==> src/rtl/sfuce_pkg.sv <==
// Shared types and constants for the SPI flash update command engine.
// No dependencies.
package sfuce_pkg;

    localparam int unsigned CFG_IDX_W   = 2;
    localparam int unsigned CFG_DATA_W  = 32;
    localparam int unsigned ERASE_CNT_W = 5;

    localparam logic [CFG_IDX_W-1:0] CFG_BASE_ADDRESS = 2'd0;
    localparam logic [CFG_IDX_W-1:0] CFG_MAX_ERASE    = 2'd1;
    localparam logic [CFG_IDX_W-1:0] CFG_MIN_WORDS    = 2'd2;
    localparam logic [CFG_IDX_W-1:0] CFG_MAX_WORDS    = 2'd3;

    localparam logic [31:0] RST_BASE_ADDRESS = 32'h0800_0000;
    localparam logic [7:0]  RST_MAX_ERASE    = 8'd30;
    localparam logic [15:0] RST_MIN_WORDS    = 16'd50;
    localparam logic [15:0] RST_MAX_WORDS    = 16'd30720;

    localparam logic [7:0] ERASE_CAP = 8'd30;

    localparam logic [7:0] CMD_ERASE    = 8'd100;
    localparam logic [7:0] CMD_PROGRAM  = 8'd101;
    localparam logic [7:0] CMD_READ     = 8'd102;
    localparam logic [7:0] CMD_RESET_A  = 8'd150;
    localparam logic [7:0] CMD_RESET_B  = 8'd151;

    localparam logic [15:0] WORD_ERASE_DONE = 16'hAAAA;
    localparam logic [15:0] WORD_CMD_ACK    = 16'hCCCC;
    localparam logic [15:0] WORD_PROG_ACK   = 16'h1111;

    typedef enum logic [2:0] {
        ACT_SEND    = 3'd0,
        ACT_ERASE   = 3'd1,
        ACT_PROGRAM = 3'd2,
        ACT_READ    = 3'd3,
        ACT_RESET   = 3'd4,
        ACT_HALT    = 3'd5
    } t_action;

    typedef enum logic [2:0] {
        JOB_SEND    = 3'd0,
        JOB_ERASE   = 3'd1,
        JOB_PROGRAM = 3'd2,
        JOB_READ    = 3'd3,
        JOB_RESET   = 3'd4,
        JOB_HALT    = 3'd5
    } t_job_kind;

    typedef struct packed {
        t_job_kind              kind;
        logic [31:0]            address;
        logic [15:0]            data;
        logic [ERASE_CNT_W-1:0] count;
    } t_job;

    typedef struct packed {
        logic [31:0] base_address;
        logic [7:0]  max_erase_pages;
        logic [15:0] min_transfer_words;
        logic [15:0] max_transfer_words;
    } t_cfg;

endpackage

==> src/rtl/sfuce_in_if.sv <==
// Input channel: one SPI word per item.
// No dependencies.
interface sfuce_in_if;
    logic        valid;
    logic        ready;
    logic [15:0] rx_word;

    modport source (output valid, output rx_word, input ready);
    modport sink   (input valid, input rx_word, output ready);
endinterface

==> src/rtl/sfuce_out_if.sv <==
// Output channel: one flash/SPI action per item.
// No dependencies.
interface sfuce_out_if;
    logic        valid;
    logic        ready;
    logic [2:0]  action;
    logic [31:0] address;
    logic [15:0] data;
    logic        last;

    modport source (output valid, output action, output address, output data, output last,
                    input ready);
    modport sink   (input valid, input action, input address, input data, input last,
                    output ready);
endinterface

==> src/rtl/sfuce_front.sv <==
// Front end: decodes each received word against the current mode and queues a job where the word calls for one.
// Depends on sfuce_pkg.
module sfuce_front
    import sfuce_pkg::*;
(
    input  logic   i_clk,
    input  logic   i_rst_n,
    input  t_cfg   i_cfg,
    input  logic   i_valid,
    input  logic [15:0] i_rx_word,
    output logic   o_ready,
    output logic   o_push,
    output t_job   o_job,
    input  logic   i_full
);

    typedef enum logic [4:0] {
        MODE_IDLE    = 5'b00001,
        MODE_COUNT   = 5'b00010,
        MODE_PROGRAM = 5'b00100,
        MODE_READ    = 5'b01000,
        MODE_HALT    = 5'b10000
    } t_mode;

    t_mode       r_mode, n_mode;
    logic [15:0] r_words_left, n_words_left;
    logic [31:0] r_next_addr, n_next_addr;
    logic        r_is_write, n_is_write;

    logic        accept;
    logic        has_job;
    logic [7:0]  cmd;
    logic [7:0]  arg;
    logic [7:0]  limit;
    logic [15:0] words_dec;

    assign o_ready   = !i_full;
    assign accept    = i_valid && o_ready;
    assign o_push    = accept && has_job;
    assign cmd       = i_rx_word[15:8];
    assign arg       = i_rx_word[7:0];
    assign limit     = (i_cfg.max_erase_pages < ERASE_CAP) ? i_cfg.max_erase_pages : ERASE_CAP;
    assign words_dec = r_words_left - 16'd1;

    always_comb begin
        n_mode       = r_mode;
        n_words_left = r_words_left;
        n_next_addr  = r_next_addr;
        n_is_write   = r_is_write;
        has_job      = 1'b0;
        o_job.kind    = JOB_SEND;
        o_job.address = '0;
        o_job.data    = '0;
        o_job.count   = '0;
        unique case (r_mode)
            MODE_HALT: begin
            end
            MODE_COUNT: begin
                if (i_rx_word < i_cfg.min_transfer_words ||
                    i_rx_word > i_cfg.max_transfer_words) begin
                    has_job      = 1'b1;
                    o_job.kind   = JOB_HALT;
                    n_mode       = MODE_HALT;
                    n_words_left = '0;
                    n_next_addr  = '0;
                    n_is_write   = 1'b0;
                end else begin
                    n_words_left = i_rx_word;
                    n_next_addr  = i_cfg.base_address;
                    if (i_rx_word == 16'd0) begin
                        n_mode = MODE_IDLE;
                    end else if (r_is_write) begin
                        n_mode = MODE_PROGRAM;
                    end else begin
                        n_mode = MODE_READ;
                    end
                end
            end
            MODE_PROGRAM, MODE_READ: begin
                has_job       = 1'b1;
                o_job.kind    = (r_mode == MODE_PROGRAM) ? JOB_PROGRAM : JOB_READ;
                o_job.address = r_next_addr;
                o_job.data    = (r_mode == MODE_PROGRAM) ? i_rx_word : 16'd0;
                o_job.count   = (r_mode == MODE_PROGRAM) ? ERASE_CNT_W'(1) : '0;
                n_next_addr   = r_next_addr + 32'd2;
                n_words_left  = words_dec;
                if (words_dec == 16'd0) begin
                    n_mode = MODE_IDLE;
                end
            end
            default: begin
                n_mode = MODE_IDLE;
                unique case (cmd) inside
                    CMD_ERASE: begin
                        has_job = 1'b1;
                        if (arg == 8'd0 || arg > limit) begin
                            o_job.kind   = JOB_HALT;
                            n_mode       = MODE_HALT;
                            n_words_left = '0;
                            n_next_addr  = '0;
                            n_is_write   = 1'b0;
                        end else begin
                            o_job.kind    = JOB_ERASE;
                            o_job.address = i_cfg.base_address;
                            o_job.count   = arg[ERASE_CNT_W-1:0];
                        end
                    end
                    CMD_PROGRAM, CMD_READ: begin
                        has_job    = 1'b1;
                        o_job.kind = JOB_SEND;
                        o_job.data = WORD_CMD_ACK;
                        n_is_write = (cmd == CMD_PROGRAM);
                        n_mode     = MODE_COUNT;
                    end
                    CMD_RESET_A, CMD_RESET_B: begin
                        has_job      = 1'b1;
                        o_job.kind   = JOB_RESET;
                        n_words_left = '0;
                        n_next_addr  = '0;
                        n_is_write   = 1'b0;
                    end
                    default: begin
                    end
                endcase
            end
        endcase
    end

    always_ff @(posedge i_clk) begin
        if (!i_rst_n) begin
            r_mode       <= MODE_IDLE;
            r_words_left <= '0;
            r_next_addr  <= '0;
            r_is_write   <= 1'b0;
        end else if (accept) begin
            r_mode       <= n_mode;
            r_words_left <= n_words_left;
            r_next_addr  <= n_next_addr;
            r_is_write   <= n_is_write;
        end
    end

endmodule

==> src/rtl/sfuce_queue.sv <==
// Two-entry job queue between the decoder and the result sequencer.
// Depends on sfuce_pkg.
module sfuce_queue
    import sfuce_pkg::*;
(
    input  logic i_clk,
    input  logic i_rst_n,
    input  logic i_push,
    input  t_job i_job,
    output logic o_full,
    output logic o_valid,
    output t_job o_job,
    input  logic i_pop
);

    t_job       r_mem [2];
    logic       r_wr_ptr;
    logic       r_rd_ptr;
    logic [1:0] r_count;
    logic       do_push;
    logic       do_pop;

    assign o_full  = (r_count == 2'd2);
    assign o_valid = (r_count != 2'd0);
    assign o_job   = r_mem[r_rd_ptr];
    assign do_push = i_push && !o_full;
    assign do_pop  = i_pop && o_valid;

    always_ff @(posedge i_clk) begin
        if (do_push) begin
            r_mem[r_wr_ptr] <= i_job;
        end
    end

    always_ff @(posedge i_clk) begin
        if (!i_rst_n) begin
            r_wr_ptr <= 1'b0;
            r_rd_ptr <= 1'b0;
            r_count  <= 2'd0;
        end else begin
            if (do_push) begin
                r_wr_ptr <= !r_wr_ptr;
            end
            if (do_pop) begin
                r_rd_ptr <= !r_rd_ptr;
            end
            r_count <= r_count + {1'b0, do_push} - {1'b0, do_pop};
        end
    end

endmodule

==> src/rtl/sfuce_back.sv <==
// Back end: expands one queued job into its result items through an output register.
// Depends on sfuce_pkg.
module sfuce_back
    import sfuce_pkg::*;
#(
    parameter int unsigned PAGE_BYTES = 1024
) (
    input  logic i_clk,
    input  logic i_rst_n,
    input  logic i_valid,
    input  t_job i_job,
    output logic o_pop,
    output logic o_valid,
    input  logic i_ready,
    output logic [2:0]  o_action,
    output logic [31:0] o_address,
    output logic [15:0] o_data,
    output logic        o_last
);

    logic                   r_busy;
    t_job                   r_job;
    logic [ERASE_CNT_W-1:0] r_left;
    logic [31:0]            r_addr;
    logic                   r_out_valid;
    t_action                r_action;
    logic [31:0]            r_address;
    logic [15:0]            r_data;
    logic                   r_last;

    logic    advance;
    t_action n_action;
    logic [31:0] n_address;
    logic [15:0] n_data;
    logic        n_last;

    assign advance = !r_out_valid || i_ready;
    assign o_pop   = !r_busy && i_valid;

    always_comb begin
        n_action  = ACT_SEND;
        n_address = '0;
        n_data    = '0;
        n_last    = 1'b1;
        if (r_left != '0) begin
            n_last    = 1'b0;
            n_address = r_addr;
            if (r_job.kind == JOB_PROGRAM) begin
                n_action = ACT_PROGRAM;
                n_data   = r_job.data;
            end else begin
                n_action = ACT_ERASE;
            end
        end else begin
            unique case (r_job.kind)
                JOB_ERASE:   n_data = WORD_ERASE_DONE;
                JOB_PROGRAM: n_data = WORD_PROG_ACK;
                JOB_READ: begin
                    n_action  = ACT_READ;
                    n_address = r_addr;
                end
                JOB_RESET:   n_action = ACT_RESET;
                JOB_HALT:    n_action = ACT_HALT;
                default:     n_data = r_job.data;
            endcase
        end
    end

    always_ff @(posedge i_clk) begin
        if (o_pop) begin
            r_job  <= i_job;
            r_left <= i_job.count;
            r_addr <= i_job.address;
        end else if (r_busy && advance && r_left != '0) begin
            r_left <= r_left - ERASE_CNT_W'(1);
            r_addr <= r_addr + 32'(PAGE_BYTES);
        end
        if (r_busy && advance) begin
            r_action  <= n_action;
            r_address <= n_address;
            r_data    <= n_data;
            r_last    <= n_last;
        end
    end

    always_ff @(posedge i_clk) begin
        if (!i_rst_n) begin
            r_busy      <= 1'b0;
            r_out_valid <= 1'b0;
        end else begin
            if (o_pop) begin
                r_busy <= 1'b1;
            end else if (r_busy && advance && r_left == '0) begin
                r_busy <= 1'b0;
            end
            if (advance) begin
                r_out_valid <= r_busy;
            end
        end
    end

    assign o_valid   = r_out_valid;
    assign o_action  = r_action;
    assign o_address = r_address;
    assign o_data    = r_data;
    assign o_last    = r_last;

endmodule

==> src/rtl/spi_flash_update_command_engine_core.sv <==
// Top level of the SPI flash update command engine: config registers, decoder,
// job queue and result sequencer. Depends on sfuce_pkg, sfuce_in_if, sfuce_out_if.
//
//  channel | dir | payload                         | handshake
//  i_rx    | in  | rx_word[15:0]                   | valid/ready
//  o_tx    | out | action[2:0] address data last   | valid/ready
//  i_cfg_* | in  | index[1:0] wdata[31:0]          | write enable only
//
// Decode is combinational; a two-entry job queue decouples it from the sequencer,
// which emits a job's results one per cycle while o_tx is ready and takes a new
// job from the queue only once it is done with the last. i_rx stalls only when
// the queue is full. Synchronous active-low reset returns to idle mode and
// restores the register defaults.
module spi_flash_update_command_engine_core
    import sfuce_pkg::*;
#(
    parameter int unsigned PAGE_BYTES = 1024
) (
    input  logic                  i_clk,
    input  logic                  i_rst_n,
    input  logic                  i_cfg_we,
    input  logic [CFG_IDX_W-1:0]  i_cfg_idx,
    input  logic [CFG_DATA_W-1:0] i_cfg_wdata,
    sfuce_in_if.sink              i_rx,
    sfuce_out_if.source           o_tx
);

    t_cfg r_cfg;
    logic q_push;
    t_job q_in_job;
    logic q_full;
    logic q_valid;
    t_job q_out_job;
    logic q_pop;

    always_ff @(posedge i_clk) begin
        if (!i_rst_n) begin
            r_cfg.base_address       <= RST_BASE_ADDRESS;
            r_cfg.max_erase_pages    <= RST_MAX_ERASE;
            r_cfg.min_transfer_words <= RST_MIN_WORDS;
            r_cfg.max_transfer_words <= RST_MAX_WORDS;
        end else if (i_cfg_we) begin
            unique case (i_cfg_idx)
                CFG_BASE_ADDRESS: r_cfg.base_address       <= i_cfg_wdata;
                CFG_MAX_ERASE:    r_cfg.max_erase_pages    <= i_cfg_wdata[7:0];
                CFG_MIN_WORDS:    r_cfg.min_transfer_words <= i_cfg_wdata[15:0];
                CFG_MAX_WORDS:    r_cfg.max_transfer_words <= i_cfg_wdata[15:0];
                default: begin
                end
            endcase
        end
    end

    sfuce_front u_front (
        .i_clk     (i_clk),
        .i_rst_n   (i_rst_n),
        .i_cfg     (r_cfg),
        .i_valid   (i_rx.valid),
        .i_rx_word (i_rx.rx_word),
        .o_ready   (i_rx.ready),
        .o_push    (q_push),
        .o_job     (q_in_job),
        .i_full    (q_full)
    );

    sfuce_queue u_queue (
        .i_clk   (i_clk),
        .i_rst_n (i_rst_n),
        .i_push  (q_push),
        .i_job   (q_in_job),
        .o_full  (q_full),
        .o_valid (q_valid),
        .o_job   (q_out_job),
        .i_pop   (q_pop)
    );

    sfuce_back #(
        .PAGE_BYTES (PAGE_BYTES)
    ) u_back (
        .i_clk     (i_clk),
        .i_rst_n   (i_rst_n),
        .i_valid   (q_valid),
        .i_job     (q_out_job),
        .o_pop     (q_pop),
        .o_valid   (o_tx.valid),
        .i_ready   (o_tx.ready),
        .o_action  (o_tx.action),
        .o_address (o_tx.address),
        .o_data    (o_tx.data),
        .o_last    (o_tx.last)
    );

endmodule

==> src/flat_wrapper.sv <==
// flat-port wrapper written by rule: the top's interface ports become plain ports
module spi_flash_update_command_engine_core_flat import sfuce_pkg::*;
#(
    parameter int unsigned PAGE_BYTES = 1024
)
  (i_clk, i_rst_n, i_cfg_we, i_cfg_idx, i_cfg_wdata, i_rx_valid, i_rx_rx_word, i_rx_ready, o_tx_valid, o_tx_action, o_tx_address, o_tx_data, o_tx_last, o_tx_ready);
  sfuce_in_if i_rx_i ();
  sfuce_out_if o_tx_i ();
  input  logic i_clk;
  input  logic i_rst_n;
  input  logic i_cfg_we;
  input  logic [CFG_IDX_W-1:0] i_cfg_idx;
  input  logic [CFG_DATA_W-1:0] i_cfg_wdata;
  input wire logic [$bits(i_rx_i.valid)-1:0] i_rx_valid;
  input wire logic [$bits(i_rx_i.rx_word)-1:0] i_rx_rx_word;
  output wire logic [$bits(i_rx_i.ready)-1:0] i_rx_ready;
  output wire logic [$bits(o_tx_i.valid)-1:0] o_tx_valid;
  output wire logic [$bits(o_tx_i.action)-1:0] o_tx_action;
  output wire logic [$bits(o_tx_i.address)-1:0] o_tx_address;
  output wire logic [$bits(o_tx_i.data)-1:0] o_tx_data;
  output wire logic [$bits(o_tx_i.last)-1:0] o_tx_last;
  input wire logic [$bits(o_tx_i.ready)-1:0] o_tx_ready;
  assign i_rx_i.valid = i_rx_valid;
  assign i_rx_i.rx_word = i_rx_rx_word;
  assign i_rx_ready = i_rx_i.ready;
  assign o_tx_valid = o_tx_i.valid;
  assign o_tx_action = o_tx_i.action;
  assign o_tx_address = o_tx_i.address;
  assign o_tx_data = o_tx_i.data;
  assign o_tx_last = o_tx_i.last;
  assign o_tx_i.ready = o_tx_ready;
  spi_flash_update_command_engine_core #(.PAGE_BYTES(PAGE_BYTES)) u_core (.i_clk(i_clk), .i_rst_n(i_rst_n), .i_cfg_we(i_cfg_we), .i_cfg_idx(i_cfg_idx), .i_cfg_wdata(i_cfg_wdata), .i_rx(i_rx_i), .o_tx(o_tx_i));
endmodule
==> config.mk <==
export PLATFORM = sky130hd
export DESIGN_NAME = spi_flash_update_command_engine_core_flat
export DESIGN_NICKNAME = d
export VERILOG_FILES = /design/src/rtl/sfuce_pkg.sv /design/src/rtl/sfuce_in_if.sv /design/src/rtl/sfuce_out_if.sv /design/src/rtl/sfuce_front.sv /design/src/rtl/sfuce_queue.sv /design/src/rtl/sfuce_back.sv /design/src/rtl/spi_flash_update_command_engine_core.sv /design/src/flat_wrapper.sv
export SDC_FILE = /design/constraint.sdc
export NUM_CORES = 1
export LEC_CHECK = 0
export ABC_CLOCK_PERIOD_IN_PS = 8370
export BUFFER_PORTS_ARGS = -buffer_cell sky130_fd_sc_hd__buf_2
export CAP_MARGIN = 40
export CORE_MARGIN = 5
export CORE_UTILIZATION = 60
export DETAILED_ROUTE_END_ITERATION = 10
export PLACE_DENSITY_LB_ADDON = 0.15
export SYNTH_ARGS = -nofsm -noshare
export SYNTH_HDL_FRONTEND = slang
export SYNTH_SLANG_ARGS = --single-unit
==> constraint.sdc <==
create_clock -name i_clk -period 8.37 [get_ports i_clk]
set_input_delay 0.4185 -clock i_clk [delete_from_list [all_inputs] [get_ports i_clk]]
set_output_delay 0.4185 -clock i_clk [all_outputs]
set_load 0.01 [all_outputs]
# Word level (Yosys, flattened, before mapping)
# Memory sizes are Yosys's and may differ from the RTL's. A register that Yosys moved wholly into a read port is not among the register bits.
# Cells that the tools add are included.
[word_totals]
reg_bits = 240
ramBits = 112
inputBits = 55
out_inout_bits = 54
word_cells = 152
memories = 1
[mem_list]
columns = ["name", "words", "word_bits", "read_ports", "rd_clocked_by_memory_dff", "wr", "line_no", "text"]
rows = [
  ["u_core.u_queue.r_mem", 2, 56, 1, 1, 1, "sfuce_queue.sv:16", "t_job r_mem [2];"],
]
[op_classes]
n_addsub = 6
n_lt_le_gt_ge = 4
n_eq_ne = 22
n_mux = 55
bitwise_logic = 2
reduce_logical = 41
[ops]
columns = ["op", "n"]
rows = [
  ["two-way mux 32 bit", 8],
  ["one-hot mux 53 bit (2 select lines)", 1],
  ["two-way mux 16 bit", 6],
  ["one-hot mux 16 bit (3 select lines)", 2],
  ["one-hot mux 32 bit (3 select lines)", 1],
  ["one-hot mux 32 bit (2 select lines)", 1],
  ["two-way mux 5 bit", 7],
  ["adder 32 x 11 -> 32 bit, second input constant", 1],
  ["adder 32 x 2 -> 32 bit, second input constant", 1],
  ["zero test 16 bit", 2],
  ["one-hot mux 16 bit (2 select lines)", 1],
  ["== test 8 x 7 -> 1 bit, second input constant", 3],
  ["one-hot mux 3 bit (3 select lines)", 2],
  ["== test 8 bit, second input constant", 2],
  ["> comparator 16 bit", 1],
  ["less-than comparator 16 bit", 1],
  ["subtractor 16 x 1 -> 16 bit, second input constant", 1],
  ["one-hot mux 5 bit (3 select lines)", 1],
  ["two-way mux 1 bit", 13],
  ["one-hot mux 5 bit (2 select lines)", 1],
  ["two-way mux 3 bit", 3],
  ["> comparator 8 bit", 1],
  ["logical AND 1 bit", 8],
  ["zero test 8 bit", 1],
  ["other kinds (37)", 61],
]

# Longest topological paths before layout
[logic_depth]
depth_word = 8
ltp_mapped = 15
mapped_depth_nobuf = 15

# Modules after synthesis
# Synthesis repeated with hierarchy kept, for this count alone.
[hier_totals]
cells_unflattened = 1556
area_unflattened_um2 = 17165.2
[by_module_without_submodules]
columns = ["module", "n_inst", "cells_per_inst", "area_per_inst_um2", "seq_area_each_um2"]
rows = [
  ["sfuce_front", 1, 709, 5205.0, 1081.0],
  ["sfuce_back", 1, 365, 4700.8, 3283.1],
  ["sfuce_queue", 1, 200, 4439.3, 3463.3],
  ["spi_flash_update_command_engine_core", 1, 282, 2820.2, 1441.4],
]

# Worst setup path after synthesis
# OpenSTA, ideal clock, no wires.
[synth_path]
path_type = "input-to-reg"
start = "in i_rx_rx_word[14]"
end = "mem u_core.u_queue.r_mem[0][0] (netlist name), enable pin"
setup_ps = 470
arrival_ps = 4310
required_ps = 7900
slack_ps = 3590
stages = 9
path_buffers = 0
path_cell_list = "ha_1 a21oi_1 nand2_1 a221o_1 a311oi_2 a21oi_2 nor2_1 o21ai_1 nor2_1"
[synth_via]
elab_chain_cells = 8
word_cells_on_any_way = 16
[synth_lines]
columns = ["element", "line_no", "text"]
rows = [
  ["from (decl)", "flat_wrapper.sv:15", "input wire logic [$bits(i_rx_i.rx_word)-1:0] i_rx_rx_word;"],
  ["less-than comparator 16 bit (tied with other cells)", "sfuce_front.sv:59", "if (i_rx_word < i_cfg.min_transfer_words ||"],
  ["logical OR 1 bit / OR reduction 5 bit (equally long branches)", "n/a", ""],
  ["two-way mux 1 bit, on equally long branches", "sfuce_front.sv:59, sfuce_front.sv:93", ""],
  ["one-hot mux 1 bit (3 select lines) *", "sfuce_front.sv:55", "unique case (r_mode)"],
  ["logical AND 1 bit *", "sfuce_front.sv:39", "assign o_push = accept && has_job;"],
  ["logical AND 1 bit *", "sfuce_queue.sv:26", "assign do_push = i_push && !o_full;"],
  ["two-way mux 1 bit *", "sfuce_queue.sv:30", "if (do_push) begin"],
  ["two-way mux 1 bit (implied by the code) *", "sfuce_queue.sv:31", "r_mem[r_wr_ptr] <= i_job;"],
  ["to (decl)", "sfuce_queue.sv:16", ""],
]
# Every way passes the cells marked *; elsewhere a longest branch is shown, timed or not.

# Worst setup path after layout
[layout_path]
start = "reg u_core.r_cfg[10] (netlist name)"
end = "reg u_core.u_queue.r_count[1]"
[layout_via]
elab_chain_cells = 8
[layout_lines]
columns = ["element", "line_no", "text"]
rows = [
  ["from (decl)", "spi_flash_update_command_engine_core.sv:28", "t_cfg r_cfg;"],
  ["> comparator 16 bit", "sfuce_front.sv:60", "i_rx_word > i_cfg.max_transfer_words) begin"],
  ["logical OR 1 bit", "sfuce_front.sv:59", ""],
  ["two-way mux 1 bit", "sfuce_front.sv:59", ""],
  ["one-hot mux 1 bit (3 select lines)", "sfuce_front.sv:55", ""],
  ["logical AND 1 bit", "sfuce_front.sv:39", ""],
  ["logical AND 1 bit", "sfuce_queue.sv:26", ""],
  ["adder 2 x 1 -> 2 bit", "sfuce_queue.sv:47", "r_count <= r_count + {1'b0, do_push} - {1'b0, do_pop};"],
  ["subtractor 2 x 1 -> 2 bit", "sfuce_queue.sv:47", ""],
  ["to (signal assigned)", "sfuce_queue.sv:47", ""],
  ["to (decl)", "sfuce_queue.sv:19", "logic [1:0] r_count;"],
]
# No other way between the ends.
# A chain may end at the register's enable or synchronous reset.

==> results.py <==
metrics = {
    "cts": {
        "cts_resized": 0,
        "clkSlewWorstSetupHoldPaths_ps": 60,
        "cts_tree": "built",
        "cts_setup_buffers": 0,
        "clockBufferDepth": 3,
        "cts.hold.buffers_added": 0,
        "cts_root_buffer": "clkbuf_16",
        "cts_buffers": 37,
        "cts.sinks": 353,
        "ctsHtreeMaxLevel": 2,
        "clock_latency_ps": 530,
    },
    "drt": {
        "first_pass_iters": 6,
        "finalWirelength_um": 37400,
        "ant_nets": 0,
        "viasPerCell": 6.02,
        "vias": 12100,
        "drt_iter0_drc": 1099,
        "routedWlPerCell_um": 18.6,
        "drc": 0,
    },
    "power_and_ir_drop": {
        "p_int_mw": 3.51,
        "combPwrFrac": 0.186,
        "p_seq_frac": 0.483,
        "p_clk_frac": 0.330,
        "irDropWorstVdd_v": 0.000155,
        "p_sw_frac": 0.278,
        "power_mw": 4.87,
        "switchingPower_mw": 1.36,
        "p_leak_nw": 6.74,
        "power.density_mw_per_mm2": 265,
    },
    "synth": {
        "syn_inst": 1562,
        "synth-main-ff-cell": "edfxtp_1",
        "synth-seq-cells": 353,
        "async_flop_share": 0,
        "seq_area_frac_synth": 0.567,
        "synth-warning-count": 0,
        "postSynthAreaPerCell_um2": 10.5,
        "synth.distinct_cells": 73,
        "synth_edf_count": 220,
        "syn-cell-area_mm2": 0.0163,
    },
    "final_layout": {
        "area_growth_pct": 12.7,
        "nNetsFinal": 1746,
        "final_layout_size_suffix_gt1_frac": 0.137,
        "fin_area_mm2": 0.0184,
        "antenna_cells": 0,
    },
    "outcome": {
        "outcome": "finished, final reports clean",
    },
    "timing": {
        "slew_viol_final": 0,
        "fmaxAchievable_mhz": 288,
        "fin_setup_tns_ps": 0,
        "skew_ps": 23.7,
        "min_period_ps": 3470,
        "grt_setup_unrepaired": "no",
        "worst_slew_margin_rel": 0.378,
        "post-route-period-util": 0.414,
        "setup_violations": 0,
        "worst_pin_slew_ps": 933,
        "finalHoldViolations": 0,
    },
    "setup_path": {
        "cp.arrival_ps": 3860,
        "crit_fanout": 5,
        "end_kind": "flip-flop",
        "worstSetupPathType": "reg -> reg",
        "cp_common_cell": "ha_1",
        "start_kind": "flip-flop",
        "critPathMaxStageDelay_ps": 550,
        "crit_required_ps": 8760,
        "crit_slowest_cell": "or4_1",
        "cp_cell_sequence": "inv_1 -> ha_1 -> nand4_1 -> or4_1 -> a21oi_2 -> nor2_1 -> o21ai_1 -> ha_1 -> inv_1 -> ha_1 -> xor2_1 -> xnor2_1 -> nor2_1",
    },
    "floorplanning": {
        "dieWidth_um": 175,
        "die_h_um": 175,
        "die-area_mm2": 0.0306,
        "rows": 60,
        "start_util": 0.608,
        "core_mm2": 0.0269,
        "io_pins": 109,
    },
    "place": {
        "gp_congestion": 0.916,
        "hpwl_um": 25200,
        "postPlaceCellArea_mm2": 0.0172,
        "numPortBuffers": 108,
    },
    "global_route": {
        "grtUsageTotal": 0.240,
        "grt_pass1_vias": 11300,
        "grt_max_degree": 77,
        "overflow": 0,
        "grt_first_pass_wirelength_um": 59800,
        "antenna_found_initial": 0,
    },
    "min_path": {
        "hold_class": "in -> reg",
    },
    "job": {
        "cap_viol_max_count": 0,
    },
}
metal layers:
| layer | GRT usage | wire length (µm) | up-vias |
|---|---|---|---|
| li1 | - | - | 5879 |
| met3 | 0.0459 | 2920 | 71 |
| met4 | 0.0648 | 876 | 0 |
| met2 | 0.369 | 16600 | 444 |
| met1 | 0.352 | 17000 | 5732 |
| met5 | 0 | 0 | - |
power by group through the flow:
stage          clock network [mW]  registers [mW]  logic (mW)
6_report                     1.61            2.35       0.907
5_1_grt                      1.71            2.38        1.01
4_1_cts                      1.63            2.35       0.916
3_5_place_dp                    0            2.39       0.906
3_3_place_gp                    0            2.38       0.858
2_1_floorplan                   0            2.40       0.584
cell usage in the layout (no fill, tap or decap), drive strengths merged, types with 4 or more instances in the layout:
cell type / count
and2: 53
nand3: 40
o21a: 7
nor4: 10
nand4: 22
o21ai: 54
a21o: 17
o31ai: 4
nand2: 226
a31oi: 16
or3: 8
or4: 6
a22o: 29
a22oi: 8
buf: 127
mux2i: 25
and3: 13
nor2b: 26
mux2: 19
xor2: 16
a311oi: 5
a21oi: 147
ha: 47
a211oi: 24
clkbuf: 58
nand3b: 4
o221ai: 4
edfxtp: 220
nand2b: 6
dfxtp: 133
o211ai: 12
a221oi: 32
clkinv: 9
nor2: 112
nor3: 25
inv: 57
xnor2: 14
per-stage QoR:
step / setup slack (ps) / util / cells / hold WS, ps
final: 4900 / 0.685 / 2014 / 102
after CTS: 4940 / 0.685 / 2014 / 94.2
after detailed placement: 4790 / 0.641 / 1946 / 447
after global placement: 4850 / 0.637 / 1941 / 439
after floorplan: 3590 / - / 1564 / 423
after global routing: 4650 / 0.685 / 2014 / 114
path summary, 6_finish.rpt:
check	from	to	slack, ps	depth (start not counted)
worst max-delay path	u_core.r_cfg[10]$_SDFFE_PN0P_	u_core.u_queue.r_count[1]$_SDFF_PN0_	4900	13
worst min-delay path	i_cfg_wdata[27]	u_core.r_cfg[67]$_SDFFE_PN1P_	100	3
worst max register to register	u_core.r_cfg[10]$_SDFFE_PN0P_	u_core.u_queue.r_count[1]$_SDFF_PN0_	4900	13
worst min register to register	u_core.r_cfg[1]$_SDFFE_PN0P_	u_core.r_cfg[1]$_SDFFE_PN0P_	450	2
cell usage after synthesis, drive strengths merged (3+ instances only):
cell type	n	area share
o31ai	4	0.0021
a22oi	8	0.0037
nor2b	26	0.010
mux2	19	0.013
mux2i	25	0.015
o21a	7	0.0032
nand2	226	0.052
a21o	17	0.0078
or3	8	0.0031
xor2	16	0.0086
o211ai	12	0.0055
xnor2	14	0.0075
a211oi	24	0.011
or4	6	0.0028
a221oi	32	0.021
and3	13	0.0053
a21oi	147	0.045
o21ai	54	0.017
clkinv	3	0.00069
nor2	112	0.026
buf	13	0.0044
ha	47	0.036
nand4	22	0.0084
a22o	29	0.016
o221ai	4	0.0021
edfxtp	220	0.40
inv	54	0.012
clkbuf	73	0.017
nand3b	4	0.0018
and2	53	0.020
a311oi	5	0.0031
nand3	40	0.012
nand2b	6	0.0023
nor4	10	0.0042
nor3	25	0.0077
and4	3	0.0016
a31oi	16	0.0061
dfxtp	133	0.16
nor3b	3	0.0014
state kept, by name, indices dropped and copies added, names as in the netlist, 2 cells and up, named ones only:
signal and flops:
u_core.u_back.o_data 16, u_core.u_back.r_left 5, u_core.u_back.o_address 32, u_core.u_queue.r_count 2, u_core.u_back.r_addr 32, u_core.u_front.r_mode 5
u_core.u_back.o_action 3, u_core.u_front.r_next_addr 32, u_core.u_back.r_job 19, u_core.u_queue.r_mem 112, u_core.r_cfg 72, u_core.u_front.r_words_left 16
kinds of logic after synthesis:
| logic type | synth area share |
|---|---|
| other | 0.000230 |
| multiplexers | 0.0284 |
| buffers and inverters | 0.0342 |
| adder cells (fa/ha/maj) | 0.0360 |
| flip-flops | 0.567 |
| AND/OR/NAND/NOR | 0.163 |
| AO/OA/AOI/OAI | 0.155 |
| XOR/XNOR | 0.0161 |
layout make-up:
type | count | area (µm²)
repair buffers | 127 | 731
clock inverters | 10 | 97.6
flip-flops and latches | 353 | 9270
fillers | 2036 | 8470
well taps | 341 | 427
inverters | 57 | 215
multi-input cells | 1068 | 6570
clock buffers | 58 | 1100
critical path, delay by kind of cell (launching register included):
family                     cells  cell delay (ps)
AOI/OAI and AO/OA              2              820
xor gates and xnor gates       2              350
adders and majority gates      3              790
buffers and inverters          2              120
DFF                            1              340
and+or+nand+nor                4              890
No activity file was read; power rests on OpenSTA's default activity.
